$ cat src/sv/mie_pkg.sv
package mie_pkg;

    // Default operand width and modulus after reset
    localparam int          DEF_WIDTH     = 32;
    localparam logic [63:0] MODULUS_RESET = 64'd1000000007;

    // Commands from the controller to the datapath
    typedef struct packed {
        logic load;       // take the operand word, start reducing it by the modulus
        logic div_init;   // start dividing r0 by r1
        logic div_step;   // one restoring division step
        logic red_done;   // keep the reduced operand as r1
        logic upd;        // advance one Euclid step
        logic fin_write;  // write the result word to the output register
    } ctl_cmd_t;

    // Status from the datapath to the controller
    typedef struct packed {
        logic mod_zero;   // modulus is zero
        logic r1_zero;    // current remainder is zero
        logic out_free;   // output register can take a word this cycle
    } ctl_sts_t;

endpackage

$ cat src/sv/mie_datapath.sv
module mie_datapath #(
    parameter int WIDTH = mie_pkg::DEF_WIDTH
) (
    input  logic                 clk,
    input  logic                 rst_n,
    input  logic [WIDTH-1:0]     operand,
    input  logic [WIDTH-1:0]     modulus,
    input  logic                 out_ready,
    input  mie_pkg::ctl_cmd_t    cmd,
    output mie_pkg::ctl_sts_t    sts,
    output logic [WIDTH-1:0]     inverse,
    output logic                 exists,
    output logic                 out_valid
);

    // Euclid state: remainders and coefficient magnitudes with signs
    logic [WIDTH-1:0] r0_reg, r0_next;
    logic [WIDTH-1:0] r1_reg, r1_next;
    logic [WIDTH-1:0] mag0_reg, mag0_next;
    logic [WIDTH-1:0] mag1_reg, mag1_next;
    logic             neg0_reg, neg0_next;
    logic             neg1_reg, neg1_next;

    // Shared divider: dividend shifter, divisor, partial remainder, product accumulator
    logic [WIDTH-1:0] dvd_reg, dvd_next;
    logic [WIDTH-1:0] dsr_reg, dsr_next;
    logic [WIDTH-1:0] rem_reg, rem_next;
    logic [WIDTH-1:0] acc_reg, acc_next;

    // Output register
    logic [WIDTH-1:0] inv_reg, inv_next;
    logic             ok_reg, ok_next;
    logic             vld_reg, vld_next;

    logic [WIDTH+1:0] diff;
    logic             qbit;
    logic [WIDTH-1:0] rem_step;
    logic [WIDTH-1:0] acc_step;
    logic [WIDTH-1:0] mag_red;
    logic [WIDTH-1:0] inv_fin;
    logic             ok_fin;

    // Trial subtract for one quotient bit, MSB first
    assign diff     = {1'b0, rem_reg, dvd_reg[WIDTH-1]} - {2'b00, dsr_reg};
    assign qbit     = ~diff[WIDTH+1];
    assign rem_step = qbit ? diff[WIDTH-1:0] : {rem_reg[WIDTH-2:0], dvd_reg[WIDTH-1]};
    // Build q * mag1 bit by bit alongside the quotient
    assign acc_step = {acc_reg[WIDTH-2:0], 1'b0} + (qbit ? mag1_reg : '0);

    // Normalise the final coefficient into 0..modulus-1
    assign mag_red = (mag0_reg == modulus) ? '0 : mag0_reg;
    assign ok_fin  = (r0_reg == WIDTH'(1));
    assign inv_fin = !ok_fin ? '0 :
                     (neg0_reg && (mag_red != '0)) ? (modulus - mag_red) : mag_red;

    // Next-state selection from the command word
    always_comb
    begin
        r0_next   = r0_reg;
        r1_next   = r1_reg;
        mag0_next = mag0_reg;
        mag1_next = mag1_reg;
        neg0_next = neg0_reg;
        neg1_next = neg1_reg;
        dvd_next  = dvd_reg;
        dsr_next  = dsr_reg;
        rem_next  = rem_reg;
        acc_next  = acc_reg;
        inv_next  = inv_reg;
        ok_next   = ok_reg;
        if (cmd.load)
        begin
            r0_next   = modulus;
            mag0_next = '0;
            mag1_next = WIDTH'(1);
            neg0_next = 1'b0;
            neg1_next = 1'b0;
            dvd_next  = operand;
            dsr_next  = modulus;
            rem_next  = '0;
            acc_next  = '0;
        end
        if (cmd.div_init)
        begin
            dvd_next = r0_reg;
            dsr_next = r1_reg;
            rem_next = '0;
            acc_next = '0;
        end
        if (cmd.div_step)
        begin
            dvd_next = {dvd_reg[WIDTH-2:0], 1'b0};
            rem_next = rem_step;
            acc_next = acc_step;
        end
        if (cmd.red_done)
        begin
            r1_next = rem_reg;
        end
        if (cmd.upd)
        begin
            r0_next   = r1_reg;
            r1_next   = rem_reg;
            mag0_next = mag1_reg;
            neg0_next = neg1_reg;
            mag1_next = acc_reg + mag0_reg;
            neg1_next = ~neg1_reg;
        end
        if (cmd.fin_write)
        begin
            inv_next = inv_fin;
            ok_next  = ok_fin;
        end
    end

    // Hold the output word until taken
    assign vld_next = cmd.fin_write ? 1'b1 : (out_ready ? 1'b0 : vld_reg);

    always_ff @(posedge clk)
    begin
        r0_reg   <= r0_next;
        r1_reg   <= r1_next;
        mag0_reg <= mag0_next;
        mag1_reg <= mag1_next;
        neg0_reg <= neg0_next;
        neg1_reg <= neg1_next;
        dvd_reg  <= dvd_next;
        dsr_reg  <= dsr_next;
        rem_reg  <= rem_next;
        acc_reg  <= acc_next;
        inv_reg  <= inv_next;
        ok_reg   <= ok_next;
    end

    always_ff @(posedge clk or negedge rst_n)
    begin
        if (!rst_n)
        begin
            vld_reg <= 1'b0;
        end
        else
        begin
            vld_reg <= vld_next;
        end
    end

    assign sts.mod_zero = (modulus == '0);
    assign sts.r1_zero  = (r1_reg == '0);
    assign sts.out_free = ~vld_reg | out_ready;

    assign inverse   = inv_reg;
    assign exists    = ok_reg;
    assign out_valid = vld_reg;

endmodule

$ cat src/sv/mie_ctrl.sv
module mie_ctrl #(
    parameter int WIDTH = mie_pkg::DEF_WIDTH
) (
    input  logic              clk,
    input  logic              rst_n,
    input  logic              in_valid,
    output logic              in_ready,
    input  mie_pkg::ctl_sts_t sts,
    output mie_pkg::ctl_cmd_t cmd
);

    localparam int CW = $clog2(WIDTH);

    typedef enum logic [2:0] {
        ST_IDLE,
        ST_RED,
        ST_RFIN,
        ST_CHK,
        ST_DIV,
        ST_UPD,
        ST_FIN
    } state_t;

    state_t        state_reg, state_next;
    logic [CW-1:0] cnt_reg, cnt_next;
    logic          last;

    assign last = (cnt_reg == CW'(WIDTH - 1));

    // Sequence reduction, then division and update per Euclid step
    always_comb
    begin
        state_next = state_reg;
        cnt_next   = cnt_reg;
        cmd        = '0;
        in_ready   = 1'b0;
        unique case (state_reg)
            ST_IDLE:
            begin
                in_ready = 1'b1;
                if (in_valid)
                begin
                    cmd.load   = 1'b1;
                    cnt_next   = '0;
                    state_next = sts.mod_zero ? ST_FIN : ST_RED;
                end
            end
            ST_RED:
            begin
                cmd.div_step = 1'b1;
                cnt_next     = cnt_reg + CW'(1);
                if (last)
                begin
                    state_next = ST_RFIN;
                end
            end
            ST_RFIN:
            begin
                cmd.red_done = 1'b1;
                state_next   = ST_CHK;
            end
            ST_CHK:
            begin
                if (sts.r1_zero)
                begin
                    state_next = ST_FIN;
                end
                else
                begin
                    cmd.div_init = 1'b1;
                    cnt_next     = '0;
                    state_next   = ST_DIV;
                end
            end
            ST_DIV:
            begin
                cmd.div_step = 1'b1;
                cnt_next     = cnt_reg + CW'(1);
                if (last)
                begin
                    state_next = ST_UPD;
                end
            end
            ST_UPD:
            begin
                cmd.upd    = 1'b1;
                state_next = ST_CHK;
            end
            ST_FIN:
            begin
                if (sts.out_free)
                begin
                    cmd.fin_write = 1'b1;
                    state_next    = ST_IDLE;
                end
            end
            default:
            begin
                state_next = ST_IDLE;
            end
        endcase
    end

    always_ff @(posedge clk or negedge rst_n)
    begin
        if (!rst_n)
        begin
            state_reg <= ST_IDLE;
            cnt_reg   <= '0;
        end
        else
        begin
            state_reg <= state_next;
            cnt_reg   <= cnt_next;
        end
    end

endmodule

$ cat src/sv/modular_inverse_ext_euclid.sv
// Channel  Dir  Payload                                    Handshake
// s_*      in   tdata: operand                             tvalid/tready
// m_*      out  tdata: inverse; tuser: exists              tvalid/tready
// cfg_*    in   cfg_data: modulus                          cfg_valid/cfg_ready
//
// One word at a time. A word is first reduced by the modulus, then takes one division and one
// update per Euclid step (up to about 46 steps at WIDTH 32) until the remainder is zero;
// the shared restoring divider yields one quotient bit per cycle.
// Reset (rst_n, asynchronous) sets the modulus to 1000000007 and empties the block.
// A stalled result sits in the output register; the next operand word is taken once
// that result has been written there.
module modular_inverse_ext_euclid #(
    parameter int WIDTH = mie_pkg::DEF_WIDTH
) (
    input  logic                              clk,
    input  logic                              rst_n,
    input  logic                              s_tvalid,
    output logic                              s_tready,
    input  logic [((WIDTH + 7) / 8) * 8-1:0]  s_tdata,   // [WIDTH-1:0] operand
    output logic                              m_tvalid,
    input  logic                              m_tready,
    output logic [((WIDTH + 7) / 8) * 8-1:0]  m_tdata,   // [WIDTH-1:0] inverse
    output logic                              m_tuser,   // [0] exists
    input  logic                              cfg_valid,
    output logic                              cfg_ready,
    input  logic [WIDTH-1:0]                  cfg_data
);

    localparam int TDW = ((WIDTH + 7) / 8) * 8;

    logic [WIDTH-1:0]  mod_reg, mod_next;
    mie_pkg::ctl_cmd_t cmd;
    mie_pkg::ctl_sts_t sts;
    logic [WIDTH-1:0]  inverse;
    logic              exists;

    // Modulus register, always writable
    assign cfg_ready = 1'b1;
    assign mod_next  = (cfg_valid && cfg_ready) ? cfg_data : mod_reg;

    always_ff @(posedge clk or negedge rst_n)
    begin
        if (!rst_n)
        begin
            mod_reg <= WIDTH'(mie_pkg::MODULUS_RESET);
        end
        else
        begin
            mod_reg <= mod_next;
        end
    end

    mie_ctrl #(
        .WIDTH (WIDTH)
    ) u_ctrl (
        .clk      (clk),
        .rst_n    (rst_n),
        .in_valid (s_tvalid),
        .in_ready (s_tready),
        .sts      (sts),
        .cmd      (cmd)
    );

    mie_datapath #(
        .WIDTH (WIDTH)
    ) u_dp (
        .clk       (clk),
        .rst_n     (rst_n),
        .operand   (s_tdata[WIDTH-1:0]),
        .modulus   (mod_reg),
        .out_ready (m_tready),
        .cmd       (cmd),
        .sts       (sts),
        .inverse   (inverse),
        .exists    (exists),
        .out_valid (m_tvalid)
    );

    assign m_tdata = TDW'(inverse);
    assign m_tuser = exists;

    // A valid inverse lies below the modulus
    a_inv_range: assert property (@(posedge clk) disable iff (!rst_n)
        (m_tvalid && exists) |-> (inverse < mod_reg))
        else $error("inverse not below modulus");

    // No inverse reads as zero
    a_none_zero: assert property (@(posedge clk) disable iff (!rst_n)
        (m_tvalid && !exists) |-> (inverse == '0))
        else $error("nonzero inverse without exists");

    // One word in flight: the block is busy right after taking an operand
    a_one_flight: assert property (@(posedge clk) disable iff (!rst_n)
        (s_tvalid && s_tready) |=> !s_tready)
        else $error("operand taken while busy");

endmodule
$ cat config.mk
export PLATFORM = sky130hd
export DESIGN_NAME = modular_inverse_ext_euclid
export DESIGN_NICKNAME = d
export VERILOG_FILES = /design/src/sv/mie_pkg.sv /design/src/sv/mie_datapath.sv /design/src/sv/mie_ctrl.sv /design/src/sv/modular_inverse_ext_euclid.sv
export SDC_FILE = /design/constraint.sdc
export NUM_CORES = 1
export LEC_CHECK = 0
export ABC_CLOCK_PERIOD_IN_PS = 7100
export BUFFER_PORTS_ARGS = -buffer_cell sky130_fd_sc_hd__buf_4
export CAP_MARGIN = 20
export CORE_MARGIN = 4
export CORE_UTILIZATION = 62
export DETAILED_ROUTE_END_ITERATION = 12
export PLACE_DENSITY = 0.79
export SETUP_SLACK_MARGIN = 0.2
export SKIP_CTS_REPAIR_TIMING = 1
export SYNTH_ARGS = -nofsm -noshare
export SYNTH_HDL_FRONTEND = slang
export SYNTH_SLANG_ARGS = --single-unit
$ cat constraint.sdc
create_clock -name clk -period 7.1 [get_ports clk]
set_input_delay 1.42 -clock clk [delete_from_list [all_inputs] [get_ports clk]]
set_output_delay 1.42 -clock clk [all_outputs]
set_load 0.005 [all_outputs]
; ---- Word level (Yosys, flattened, before mapping)
; Index checks and enable logic that the tools add are counted.
; Widths: inputs -> output; s select.
[word_totals]
register_bits = 332
latchBits = 0
mem_bits_rw = 0
romBits = 0
out_inout_bits = 36
wordCells = 98
n_memories = 0
[classes]
addsub = 5
mul = 0
n_div = 0
order_cmp = 0
eq_ne = 14
shifts = 0
muxes = 44
n_bitwise = 3
reduce_logical = 15
[ops]
columns = cell, n
row1 = $mux 32, 19
row2 = $add 32x32->32, 2
row3 = $logic_not 32->1, 2
row4 = $sub 33x32->34, 1
row5 = $eq 32x1->1 const B, 1
row6 = $eq 32x32->1, 1
row7 = $reduce_bool 32->1, 1
row8 = $sub 32x32->32, 1
row9 = $pmux 3 s6, 1
row10 = $mux 1, 15
row11 = $mux 3, 5
row12 = $pmux 5 s3, 1
row13 = $mux 5, 2
row14 = $eq 3x3->1 const B, 3
row15 = $reduce_bool 2->1, 4
row16 = $eq 3x2->1 const B, 2
row17 = $ne 2x2->1 const B, 3
row18 = $reduce_bool 3->1, 2
row19 = $add 5x1->5 const B, 1
row20 = $eq 5x5->1 const B, 1
row21 = $ne 2x1->1 const B, 2
row22 = $reduce_and 4->1, 1
row23 = $reduce_or 2->1, 2
row24 = $eq 3x1->1 const B, 1
row25 = other kinds (6), 7

; ---- Depth between registers and ports, before layout
; Gate-level depths: netlist of run 1.
[logic_depth]
word_depth = 5
ltp_mapped = 26
ltp_nobuf = 23

; ---- Modules after synthesis
; A second synthesis of run 1 with hierarchy kept.
[unflattened]
cells_unflattened = 1904
area_unflattened_um2 = 20569.7
[modules_own_cells]
columns = mod, n_inst, cells_per_inst, area_each_um2, seq_area_each_um2
row1 = mie_datapath, 1, 1778, 18676.7, 8753.4
row2 = modular_inverse_ext_euclid, 1, 70, 1376.3, 820.8
row3 = mie_ctrl, 1, 56, 516.7, 200.2

; ---- Least setup slack after synthesis of run 1
; No wires, ideal clock.
[synth_path]
path_type = register to register
from = register u_dp.rem_reg[1]
to = register u_dp.acc_reg[31], data pin
setup_time_ns = 0.266
t_arrival_ns = 4.897
t_required_ns = 6.834
setup_slack_ns = 1.937
path_stages_with_launch = 25
path_buffers = 2
path_cell_list = edfxtp_1 -> ha_1 -> o21ai_1 -> a21oi_1 -> a211oi_2 -> o21ai_2 -> a41o_1 -> o31ai_4 -> a21oi_1 -> buf_2 -> clkbuf_1 -> and2_1 -> ha_1 -> fa_1 -> a211oi_1 -> o21ai_0 -> nor4b_2 -> o32ai_2 -> o21ai_1 -> nand3_1 -> o21ai_1 -> o31ai_1 -> o21ai_1 -> xnor2_1 -> nor2_1
[synth_between]
elab_chain_len = 4
[synth_lines]
columns = item, line
row1 = start: declaration, mie_datapath.sv:27  ; logic [WIDTH-1:0] rem_reg, rem_next;
row2 = start signal: assignment, mie_datapath.sv:129  ; rem_reg <= rem_next;
row3 = $sub 33x32->34, mie_datapath.sv:44  ; assign diff = {1'b0, rem_reg, dvd_reg[WIDTH-1]} - {2'b00, dsr_reg};
row4 = $mux 32, mie_datapath.sv:48  ; assign acc_step = {acc_reg[WIDTH-2:0], 1'b0} + (qbit ? mag1_reg : '0);
row5 = $add 32x32->32, mie_datapath.sv:48
row6 = $mux 32, mie_datapath.sv:90  ; if (cmd.div_step)
row7 = end signal: assignment, mie_datapath.sv:130  ; acc_reg <= acc_next;
row8 = end: declaration, mie_datapath.sv:28  ; logic [WIDTH-1:0] acc_reg, acc_next;
; Every way passes these cells.
; A chain may end at the register's enable or synchronous reset.

; ---- Worst setup path after layout of run 1
; Same ends and word-level chain as after synthesis.

==> results.py, run 1 <==
metrics = {
    "placement": {
        "dp_cells": 2440,
        "port_buffers": 103,
        "place_ws_ps": 1520,
        "routabilityCongestion": 0.960,
        "place_hpwl_um": 38000,
    },
    "pwr": {
        "pwr-share-seq_pct": 32.6,
        "p_comb_share_pct": 51.5,
        "switching_share_pct": 42.9,
        "power.leakage_uw": 0.00936,
        "switchingPower_uw": 5070,
        "clockPowerShare_pct": 15.9,
        "cellPowerDensity_nw_per_um2": 522,
        "total_power_uw": 11800,
        "p_int_uw": 6730,
        "max-vdd-ir-drop_uv": 313,
    },
    "synthesis": {
        "ys_seq_area_share_pct": 48.4,
        "synthSimpleGateAreaFrac_pct": 15.6,
        "synth_commonest_cells": "edfxtp_1 (290), nand2_1 (242), nor2_1 (186), a21oi_1 (140), ha_1 (126)",
        "synth_most_common_cell": "edfxtp_1",
        "synth_area_leaders": "edfxtp_1 (43%), ha_1 (7.8%), nand2_1 (4.5%), xnor2_1 (4.0%), mux2_2 (3.5%)",
        "synth_cell_type_count": 75,
        "synth-xor-area-share_pct": 5.69,
        "synth_top_area_cell": "edfxtp_1",
        "synth.top_cell.area_share_pct": 43.2,
        "async_flop_share_pct": 12.3,
        "synth.avg_cell_area_um2": 10.3,
        "synthAdderAreaFrac_pct": 8.21,
        "synth-compound-area-share_pct": 13.9,
        "synthMuxAreaShare_pct": 5.30,
        "ys.warnings.count": 0,
        "syn_inst": 1955,
        "synth_edf_count": 290,
        "synth_ff_type": "edfxtp_1",
        "syn-cell-area_um2": 20200,
        "synth_nets": 2154,
        "synth_seq_cells": 332,
        "synth_top_family_by_area": "simple AND/OR/NAND/NOR gates",
    },
    "clock_network": {
        "cts_tree": "built",
        "cts_buffer_depth": 3,
        "cts_root_buf": "clkbuf_16",
        "clk_latency_ps": 550,
        "cts.sinks": 332,
        "cts_buffers": 37,
        "clkTransAtPathRegs_ps": 60,
        "h-tree-depth": 2,
    },
    "sta": {
        "relSlewSlack_pct": 41.0,
        "rsz0062_at_grt": "no",
        "drv_slew": 0,
        "setup_tns_ps": 0,
        "clock.fmax_ghz": 0.177,
        "fin_worst_skew_ps": 22.5,
        "finalHoldViolations": 0,
        "period_needed_ps": 5630,
        "setup_ws_ps": 1470,
        "setup_viol_count_final": 0,
        "tightest_slew_ps": 878,
        "min_period_over_period_pct": 79.4,
    },
    "route": {
        "post_drt_wl_per_cell_um": 21.5,
        "vias": 15845,
        "initialDrtViolationCount": 1700,
        "routed_wl_um": 54000,
        "postRouteAntennaNets": 0,
        "viasPerCell": 6.32,
        "first_pass_iters": 8,
        "drc": 0,
    },
    "setup_path": {
        "criticalPathCategory": "flip-flop to flip-flop",
        "arrival_ps": 5890,
        "critPathSlowestCell": "fa_1",
        "crit_path_max_incr_delay_ps": 430,
        "setup.worst_path.end_class": "flip-flop",
        "path_common_cell": "o21ai_1",
        "cp_cell_sequence": "ha_1 > o21ai_1 > a21oi_1 > a211oi_2 > o21ai_2 > a41o_1 > o31ai_4 > a21oi_4 > and2_1 > ha_1 > fa_1 > a211oi_1 > o21ai_0 > nor4b_2 > o32ai_2 > o21ai_1 > nand3_1 > o21ai_1 > o31ai_1 > o21ai_1 > xnor2_1 > nor2_1",
        "cp.required_ps": 7350,
        "cp-start-kind": "flip-flop",
        "cp_max_fo": 12,
    },
    "final_layout": {
        "n_fill_cell": 2232,
        "fin_cells": 2508,
        "drive_above_1_share_pct": 13.9,
        "n_antenna_cell": 0,
        "final_nets": 2244,
        "multi_input_area_um2": 9920,
        "areaGrowthSynthToFinish_pct": 12.0,
        "final_core_util_pct": 71.1,
        "seq_area_um2": 9770,
    },
    "grt": {
        "antenna_found_initial": 0,
        "overflow": 0,
        "grt_start_max_net_pins": 74,
        "grt_usage_pct": 29.6,
        "grt_pass1_vias": 15176,
        "grt_pass1_wl_um": 83900,
    },
    "floorplanning": {
        "die_y_um": 188,
        "die_area_um2": 35500,
        "start_util_pct": 63.5,
        "dieWidth_um": 188,
        "num_rows": 65,
        "pin_count": 105,
        "core_um2": 31800,
    },
    "run": {
        "max_cap_viol_count": 0,
    },
    "hold_path": {
        "hold_class": "flip-flop to flip-flop",
    },
    "outcome": {
        "outcome": "completed",
    },
}
-- area by class of cell --
class,count,area share [%]
Tap cell,435,2.41
Clock buffer,43,4.24
Clock inverter,24,0.941
Inverter,68,1.13
Sequential cell,332,43.3
Timing Repair Buffer,122,4.14
Multi-Input combinational cell,1484,43.9
-- worst max-delay path: cells and delay by family, from the launching register on --
| kind | cells | cell delay [ps] |
|---|---|---|
| compound gates | 14 | 3160 |
| xor+xnor | 1 | 160 |
| fa+ha+maj | 3 | 1000 |
| flops | 1 | 410 |
| simple gates | 4 | 610 |
-- per-stage QoR --
| step | cell area, µm² | hold slack (ps) |
|---|---|---|
| 2_1_floorplan | 20200 | 428 |
| 3_5_place_dp | 21400 | 469 |
| 4_1_cts | 22600 | 473 |
| 6_report | 22600 | 482 |
| 3_3_place_gp | 21400 | 452 |
| 5_1_grt | 22600 | 496 |
-- per-layer routing --
metal / global-route usage, % / up-vias / share of wire, %
met5: 0 / - / 0
met4: 10.6 / 0 / 4.0
met3: 5.24 / 151 / 11
met2: 45.6 / 920 / 43
met1: 42.6 / 7474 / 41
li1: - / 7300 / -
-- final timing paths --
check                                               startpoint                             end  slack, ps  cells after the start
worst max-delay path             u_dp.rem_reg[1]$_SDFFCE_PP0P_  u_dp.acc_reg[31]$_SDFFCE_PP0P_       1470                     22
worst min-delay path            u_dp.rem_reg[31]$_SDFFCE_PP0P_       u_dp.r1_reg[31]$_DFFE_PP_        480                      0
worst max register to register   u_dp.rem_reg[1]$_SDFFCE_PP0P_  u_dp.acc_reg[31]$_SDFFCE_PP0P_       1470                     22
worst min register to register  u_dp.rem_reg[31]$_SDFFCE_PP0P_       u_dp.r1_reg[31]$_DFFE_PP_        480                      0
max in group asynchronous                                rst_n          mod_reg[6]$_DFFE_PN0P_       5750                      1
min in group asynchronous                                rst_n          mod_reg[4]$_DFFE_PN0P_        900                      1
-- kinds of logic (layout without fill, tap and decap cells) --
group	count (synthesis)	in the layout
buf+inv	139	257
flops	332	332
xor+xnor	131	131
other cells	1	1
mux	99	99
fa+ha+maj	130	130
compound gates	441	441
simple gates	682	682
-- cell usage in the layout (no fill, tap or decap), types with 12 or more instances in the layout --
cell type  count
o21a_1        22
edfxtp_1     290
inv_1         68
nand3_1       26
and2_1        43
xnor2_1       92
a31oi_1       12
clkbuf_16     37
buf_4        121
mux2_2        63
nor2b_1       21
nor3_1        23
nand4_1       27
a211oi_1      20
nand2_1      240
nor4_1        33
nand2b_1      19
and3_1        43
ha_1         126
o21bai_1      13
mux2i_1       36
o21ai_0      106
o21ai_1       16
nor2_1       186
dfrtp_1       25
a21o_1        50
dfstp_2       16
xor2_1        39
a21oi_1      138
-- power by group through the flow --
stage	registers, µW	logic [µW]	clock network, µW
2_1_floorplan	3650	4670	0
3_3_place_gp	3810	5710	0
3_5_place_dp	3840	5890	0
4_1_cts	3820	5950	1900
5_1_grt	3900	6690	1980
6_report	3850	6070	1880
Note: power is estimated with default switching activity, not from simulation.
==> run 2: changes to the inputs <==
--- a/config.mk
+++ b/config.mk
@@ -5,13 +5,14 @@
 export SDC_FILE = /design/constraint.sdc
 export NUM_CORES = 1
 export LEC_CHECK = 0
-export ABC_CLOCK_PERIOD_IN_PS = 7100
+export ABC_AREA = 1
+export ABC_CLOCK_PERIOD_IN_PS = 5700
 export BUFFER_PORTS_ARGS = -buffer_cell sky130_fd_sc_hd__buf_4
 export CAP_MARGIN = 20
 export CORE_MARGIN = 4
-export CORE_UTILIZATION = 62
+export CORE_UTILIZATION = 63
 export DETAILED_ROUTE_END_ITERATION = 12
-export PLACE_DENSITY = 0.79
+export PLACE_DENSITY = 0.8
 export SETUP_SLACK_MARGIN = 0.2
 export SKIP_CTS_REPAIR_TIMING = 1
 export SYNTH_ARGS = -nofsm -noshare
==> constraint.sdc (replaced) <==
create_clock -name clk -period 5.7 [get_ports clk]
set_input_delay 1.14 -clock clk [delete_from_list [all_inputs] [get_ports clk]]
set_output_delay 1.14 -clock clk [all_outputs]
set_load 0.005 [all_outputs]
==> results.py, run 2 <==
metrics = {
    "synthesis": {
        "synth.avg_cell_area_um2": 8.26,
        "synth_cell_type_count": 55,
        "ys.warnings.count": 0,
        "synth.top_cell.area_share_pct": 41.3,
        "syn-cell-area_um2": 21100,
        "synth_most_common_cell": "nand2_1",
        "synth_area_leaders": "edfxtp_1 (41%), nand2_1 (10%), ha_1 (7.5%), o21ai_0 (7.2%), nor2_1 (6.3%)",
        "syn_inst": 2552,
        "synth_commonest_cells": "nand2_1 (560), nor2_1 (356), o21ai_0 (303), edfxtp_1 (290), inv_1 (257)",
        "synth_edf_count": 290,
        "ys_seq_area_share_pct": 46.4,
        "synth_top_area_cell": "edfxtp_1",
        "synth_seq_cells": 332,
        "async_flop_share_pct": 12.3,
        "synth_ff_type": "edfxtp_1",
        "synth_nets": 2751,
    },
    "sta": {
        "period_needed_ps": 4540,
        "rsz0062_at_grt": "no",
        "drv_slew": 0,
        "min_period_over_period_pct": 79.7,
        "setup_tns_ps": 0,
        "finalHoldViolations": 0,
        "setup_ws_ps": 1160,
        "setup_viol_count_final": 0,
        "clock.fmax_ghz": 0.220,
        "fin_worst_skew_ps": 17.4,
        "relSlewSlack_pct": 30.9,
        "tightest_slew_ps": 1030,
    },
    "setup_path": {
        "cp-endpoint": "u_dp.acc_reg[31]$_SDFFCE_PP0P_",
        "timing.rr.start": "u_dp.rem_reg[1]$_SDFFCE_PP0P_",
        "reg2reg_depth": 25,
        "startpoint": "u_dp.rem_reg[1]$_SDFFCE_PP0P_",
        "timing.rr.end": "u_dp.acc_reg[31]$_SDFFCE_PP0P_",
        "cp.required_ps": 6040,
        "cp_max_fo": 13,
        "arrival_ps": 4880,
        "criticalPathCategory": "flip-flop to flip-flop",
        "setup.worst_path.end_class": "flip-flop",
        "cp-start-kind": "flip-flop",
        "regToRegSetupSlack_ps": 1160,
    },
    "pwr": {
        "max-vdd-ir-drop_uv": 477,
        "p_int_uw": 7690,
        "switching_share_pct": 46.6,
        "power.leakage_uw": 0.0100,
        "clockPowerShare_pct": 16.8,
        "pwr-share-seq_pct": 32.1,
        "switchingPower_uw": 6720,
        "cellPowerDensity_nw_per_um2": 615,
        "p_comb_share_pct": 51.0,
    },
    "final_layout": {
        "drive_above_1_share_pct": 7.88,
        "final_cell_mix": "nand2_1 (558), nor2_1 (354), o21ai_0 (302)",
        "final_nets": 2838,
        "n_antenna_cell": 0,
        "final_common_cell": "nand2_1",
        "areaGrowthSynthToFinish_pct": 11.3,
        "final_core_util_pct": 71.5,
    },
    "grt": {
        "grt_pass1_wl_um": 96400,
        "grt_start_max_net_pins": 99,
        "overflow": 0,
        "antenna_found_initial": 0,
        "grt_usage_pct": 34.1,
        "grt_pass1_vias": 17350,
    },
    "hold_path": {
        "hold_path_depth": 0,
        "hold_class": "flip-flop to flip-flop",
    },
    "route": {
        "viasPerCell": 6.03,
        "postRouteAntennaNets": 0,
        "routed_wl_um": 62300,
        "post_drt_wl_per_cell_um": 20.1,
        "vias": 18734,
        "initialDrtViolationCount": 1955,
        "drc": 0,
        "first_pass_iters": 6,
    },
    "floorplanning": {
        "num_rows": 66,
        "dieWidth_um": 191,
        "die_area_um2": 36400,
        "core_um2": 32800,
        "start_util_pct": 64.3,
        "die_y_um": 191,
        "pin_count": 105,
    },
    "run": {
        "max_cap_viol_count": 0,
    },
    "clock_network": {
        "clkTransAtPathRegs_ps": 70,
        "clk_latency_ps": 580,
        "cts_buffers": 37,
        "cts_tree": "built",
        "cts_root_buf": "clkbuf_16",
        "h-tree-depth": 2,
        "cts_buffer_depth": 3,
        "cts.sinks": 332,
    },
    "placement": {
        "routabilityCongestion": 0.959,
        "place_hpwl_um": 47100,
        "place_ws_ps": 1240,
        "port_buffers": 103,
    },
    "outcome": {
        "outcome": "completed",
    },
}
==> run 2: cell count changes in the layout (fill, tap and decap cells not counted), moves of 19 or more <==
cell / delta
inv_1: +188
mux2i_1: -36
a21o_1: -34
nor2b_1: -21
nand2_1: +318
nand3_1: +19
and2_1: -41
and3_1: -42
a21oi_1: +80
nor2_1: +168
o21ai_0: +196
xnor2_1: -43
nand2b_1: -19
mux2_2: -63
==> run 2: cell type report <==
cell class | instances | area, µm²
tap | 442 | 553
fill | 2516 | 9340
sequential | 332 | 9770
timing repair buffer | 118 | 911
clock buffer | 48 | 987
inverter | 262 | 985
clock inverter | 17 | 220
multi-input combinational | 1888 | 10000
==> run 2: worst min-delay path by stage <==
| stage | end | from | slack (ps) |
|---|---|---|---|
| after detailed placement | u_dp.r1_reg[17]$_DFFE_PP_ | u_dp.rem_reg[17]$_SDFFCE_PP0P_ | 470 |
| after global placement | u_dp.r1_reg[2]$_DFFE_PP_ | u_dp.rem_reg[2]$_SDFFCE_PP0P_ | 450 |
| after CTS | u_dp.r1_reg[9]$_DFFE_PP_ | u_dp.rem_reg[9]$_SDFFCE_PP0P_ | 480 |
| after global routing | u_dp.r1_reg[17]$_DFFE_PP_ | u_dp.rem_reg[17]$_SDFFCE_PP0P_ | 500 |
| final | u_dp.r1_reg[9]$_DFFE_PP_ | u_dp.rem_reg[9]$_SDFFCE_PP0P_ | 480 |
| after floorplan | u_dp.r1_reg[10]$_DFFE_PP_ | u_dp.rem_reg[10]$_SDFFCE_PP0P_ | 450 |
==> run 2: cell families after synthesis <==
family	after synthesis	share of synthesized area, %
AND/OR/NAND/NOR	1055	20.1
XOR/XNOR	79	3.28
flip-flops	332	46.4
other	1	0.0178
AO/OA/AOI/OAI	623	16.0
adder cells (fa/ha/maj)	130	7.86
buffers and inverters	332	6.26
==> run 2: layer usage <==
metal	global-route usage, %	up-vias	part of all wire [%]
li1	-	8887	-
met4	12.9	0	4.3
met1	50.8	8680	43
met5	0	-	0
met2	48.9	1035	41
met3	7.60	132	12
==> run 2: power groups by stage <==
stage          registers, µW  logic (µW)  clock network, µW
4_1_cts                 4590        7220               2460
6_report                4630        7350               2430
2_1_floorplan           4380        5360                  0
5_1_grt                 4690        8200               2560
3_3_place_gp            4580        7000                  0
3_5_place_dp            4620        7150                  0
==> run 2: per-stage QoR <==
step	cells	instance area [µm²]	hold WS [ps]	total power, µW
final	3107	23400	476	14400
after CTS	3107	23400	477	14300
after global routing	3107	23400	496	15400
after global placement	3042	22200	455	11600
after floorplan	2552	21100	449	9740
after detailed placement	3042	22200	469	11800
==> run 2: worst max-delay path, cell delays in order (launching register included) <==
cell	delay [ps]
edfxtp_1	420
ha_1	360
a21oi_1	190
o21ai_2	90
a21oi_1	290
o21ai_2	130
nand2_1	80
nand2_1	100
nand2_1	100
nand2_2	60
inv_1	330
nor2_1	100
ha_1	230
fa_1	390
nand2_1	90
nand2_1	50
o21ai_0	130
o21ai_1	180
nand3b_1	130
nand2_1	120
nand2_1	110
nand2_1	80
a21oi_1	270
o21bai_1	130
nor2_1	90
nor2_1	50
==> run 3: changes to the inputs <==
--- a/config.mk
+++ b/config.mk
@@ -6,7 +6,7 @@
 export NUM_CORES = 1
 export LEC_CHECK = 0
 export ABC_AREA = 1
-export ABC_CLOCK_PERIOD_IN_PS = 5700
+export ABC_CLOCK_PERIOD_IN_PS = 4200
 export BUFFER_PORTS_ARGS = -buffer_cell sky130_fd_sc_hd__buf_4
 export CAP_MARGIN = 20
 export CORE_MARGIN = 4
==> constraint.sdc (replaced) <==
create_clock -name clk -period 4.2 [get_ports clk]
set_input_delay 0.84 -clock clk [delete_from_list [all_inputs] [get_ports clk]]
set_output_delay 0.84 -clock clk [all_outputs]
set_load 0.005 [all_outputs]
==> results.py, run 3 (same netlist as run 2, synthesis figures left out) <==
metrics = {
    "setup_path": {
        "cp.required_ps": 4620,
        "cp_cell_sequence": "ha_4 > nand2_4 > o21ai_4 > a21oi_4 > o21ai_2 > nand2_1 > nand2_2 > nand2_2 > nand2_2 > clkinvlp_4 > buf_6 > clkbuf_16 > nor2_1 > ha_1 > a21oi_1 > o21a_1 > nand2_2 > buf_4 > a41oi_1 > o21ai_0 > a21oi_1",
        "critPathSlowestCell": "edfxtp_1",
        "setup.worst_path.end_class": "flip-flop",
        "cp_max_fo": 7,
        "timing.rr.start": "u_dp.rem_reg[1]$_SDFFCE_PP0P_",
        "arrival_ps": 4450,
        "cp-start-kind": "flip-flop",
        "crit_path_max_incr_delay_ps": 440,
        "path_common_cell": "nand2_2",
        "regToRegSetupSlack_ps": 170,
        "reg2reg_depth": 21,
        "criticalPathCategory": "flip-flop to flip-flop",
        "timing.rr.end": "u_dp.acc_reg[27]$_SDFFCE_PP0P_",
        "startpoint": "u_dp.rem_reg[1]$_SDFFCE_PP0P_",
    },
    "final_layout": {
        "final_nets": 2899,
        "final_cell_mix": "nand2_1 (542), nor2_1 (346), o21ai_0 (291)",
        "n_fill_cell": 2397,
        "n_antenna_cell": 0,
        "areaGrowthSynthToFinish_pct": 16.4,
        "final_common_cell": "nand2_1",
        "postLayoutCellArea_um2": 24500,
        "drive_above_1_share_pct": 13.4,
    },
    "clock_network": {
        "h-tree-depth": 2,
        "clk_latency_ps": 570,
        "cts.sinks": 332,
        "cts_buffer_depth": 3,
        "clkTransAtPathRegs_ps": 60,
        "cts_buffers": 37,
        "cts_root_buf": "clkbuf_16",
        "cts_tree": "built",
    },
    "sta": {
        "relSlewSlack_pct": 36.6,
        "clock.fmax_ghz": 0.248,
        "setup_viol_count_final": 0,
        "finalHoldViolations": 0,
        "fin_worst_skew_ps": 19.9,
        "rsz0062_at_grt": "yes",
        "min_period_over_period_pct": 96.0,
        "period_needed_ps": 4030,
        "drv_slew": 0,
        "tightest_slew_ps": 950,
    },
    "route": {
        "drc": 0,
        "maxUsedRoutingLayer": "met4",
        "met2WireLength_um": 28200,
        "first_pass_iters": 6,
        "post_drt_wl_per_cell_um": 21.1,
        "postRouteAntennaNets": 0,
        "wl_met1_um": 27500,
        "vias": 19373,
        "viasPerCell": 6.12,
        "wl_met3_um": 8240,
        "routed_wl_um": 66800,
        "initialDrtViolationCount": 2207,
    },
    "floorplanning": {
        "dieWidth_um": 191,
        "die_area_um2": 36400,
        "core_um2": 32800,
        "die_y_um": 191,
        "start_util_pct": 64.3,
        "num_rows": 66,
        "pin_count": 105,
    },
    "pwr": {
        "cellPowerDensity_nw_per_um2": 861,
        "total_power_uw": 21100,
        "p_int_uw": 11200,
        "power.leakage_uw": 0.0104,
        "p_comb_share_pct": 55.0,
        "switching_share_pct": 46.9,
        "clockPowerShare_pct": 15.1,
        "switchingPower_uw": 9900,
        "max-vdd-ir-drop_uv": 715,
        "pwr-share-seq_pct": 29.8,
    },
    "grt": {
        "grt_pass1_vias": 17715,
        "grt_usage_pct": 35.1,
        "grt_pass1_wl_um": 98700,
        "grt_start_max_net_pins": 91,
        "overflow": 0,
        "antenna_found_initial": 2,
    },
    "outcome": {
        "outcome": "completed",
    },
    "placement": {
        "place_hpwl_um": 48900,
        "port_buffers": 103,
        "placed_cell_area_um2": 22500,
        "routabilityCongestion": 1.03,
    },
    "hold_path": {
        "hold_class": "primary input to async pin",
    },
    "run": {
        "max_cap_viol_count": 0,
    },
}
run 3: worst max path at each step:
stage / end
finish: u_dp.acc_reg[27]$_SDFFCE_PP0P_
detailed placement: u_dp.acc_reg[25]$_SDFFCE_PP0P_
CTS: u_dp.acc_reg[31]$_SDFFCE_PP0P_
global placement: u_dp.acc_reg[31]$_SDFFCE_PP0P_
floorplan: u_dp.acc_reg[31]$_SDFFCE_PP0P_
global route: u_dp.acc_reg[19]$_SDFFCE_PP0P_
run 3: critical path, delay by kind of cell, from the launching register on:
kind | cells | cell delay [ps]
AND/OR/NAND/NOR | 7 | 560
AO/OA/AOI/OAI | 8 | 1500
flip-flops | 1 | 440
buffers and inverters | 4 | 710
adder cells (fa/ha/maj) | 2 | 650
run 3: area by class of cell:
type / count / area (µm²) / area share (%)
Inverter: 262 / 991 / 4.04
Sequential cell: 332 / 9770 / 39.9
Tap cell: 442 / 553 / 2.26
Timing Repair Buffer: 179 / 1420 / 5.77
Multi-Input combinational cell: 1888 / 10600 / 43.3
Clock inverter: 20 / 183 / 0.745
Clock buffer: 45 / 977 / 3.99
run 3: routing by layer:
layer / vias up / GRT usage [%]
li1: 8994 / -
met3: 141 / 7.23
met1: 9050 / 52.2
met4: 0 / 12.8
met5: - / 0
met2: 1188 / 51.2
run 3: power by group through the flow:
| stage | Combinational, µW | Sequential (µW) | Clock [µW] |
|---|---|---|---|
| 2_1_floorplan | 7280 | 5920 | 0 |
| 4_1_cts | 10100 | 6180 | 3210 |
| 6_report | 11600 | 6300 | 3200 |
| 3_3_place_gp | 9770 | 6180 | 0 |
| 3_5_place_dp | 10000 | 6220 | 0 |
| 5_1_grt | 12700 | 6350 | 3360 |
run 3: through the flow:
stage,hold WS (ps),setup slack [ps],setup TNS [ps],util (%),instances
3_5_place_dp,471,-103,-299,68.8,3083
2_1_floorplan,449,252,0,-,2552
4_1_cts,268,-158,-726,72.3,3148
5_1_grt,300,-29.2,-46.1,74.8,3168
3_3_place_gp,455,10.5,0,68.8,3083
6_report,265,169,0,74.8,3168
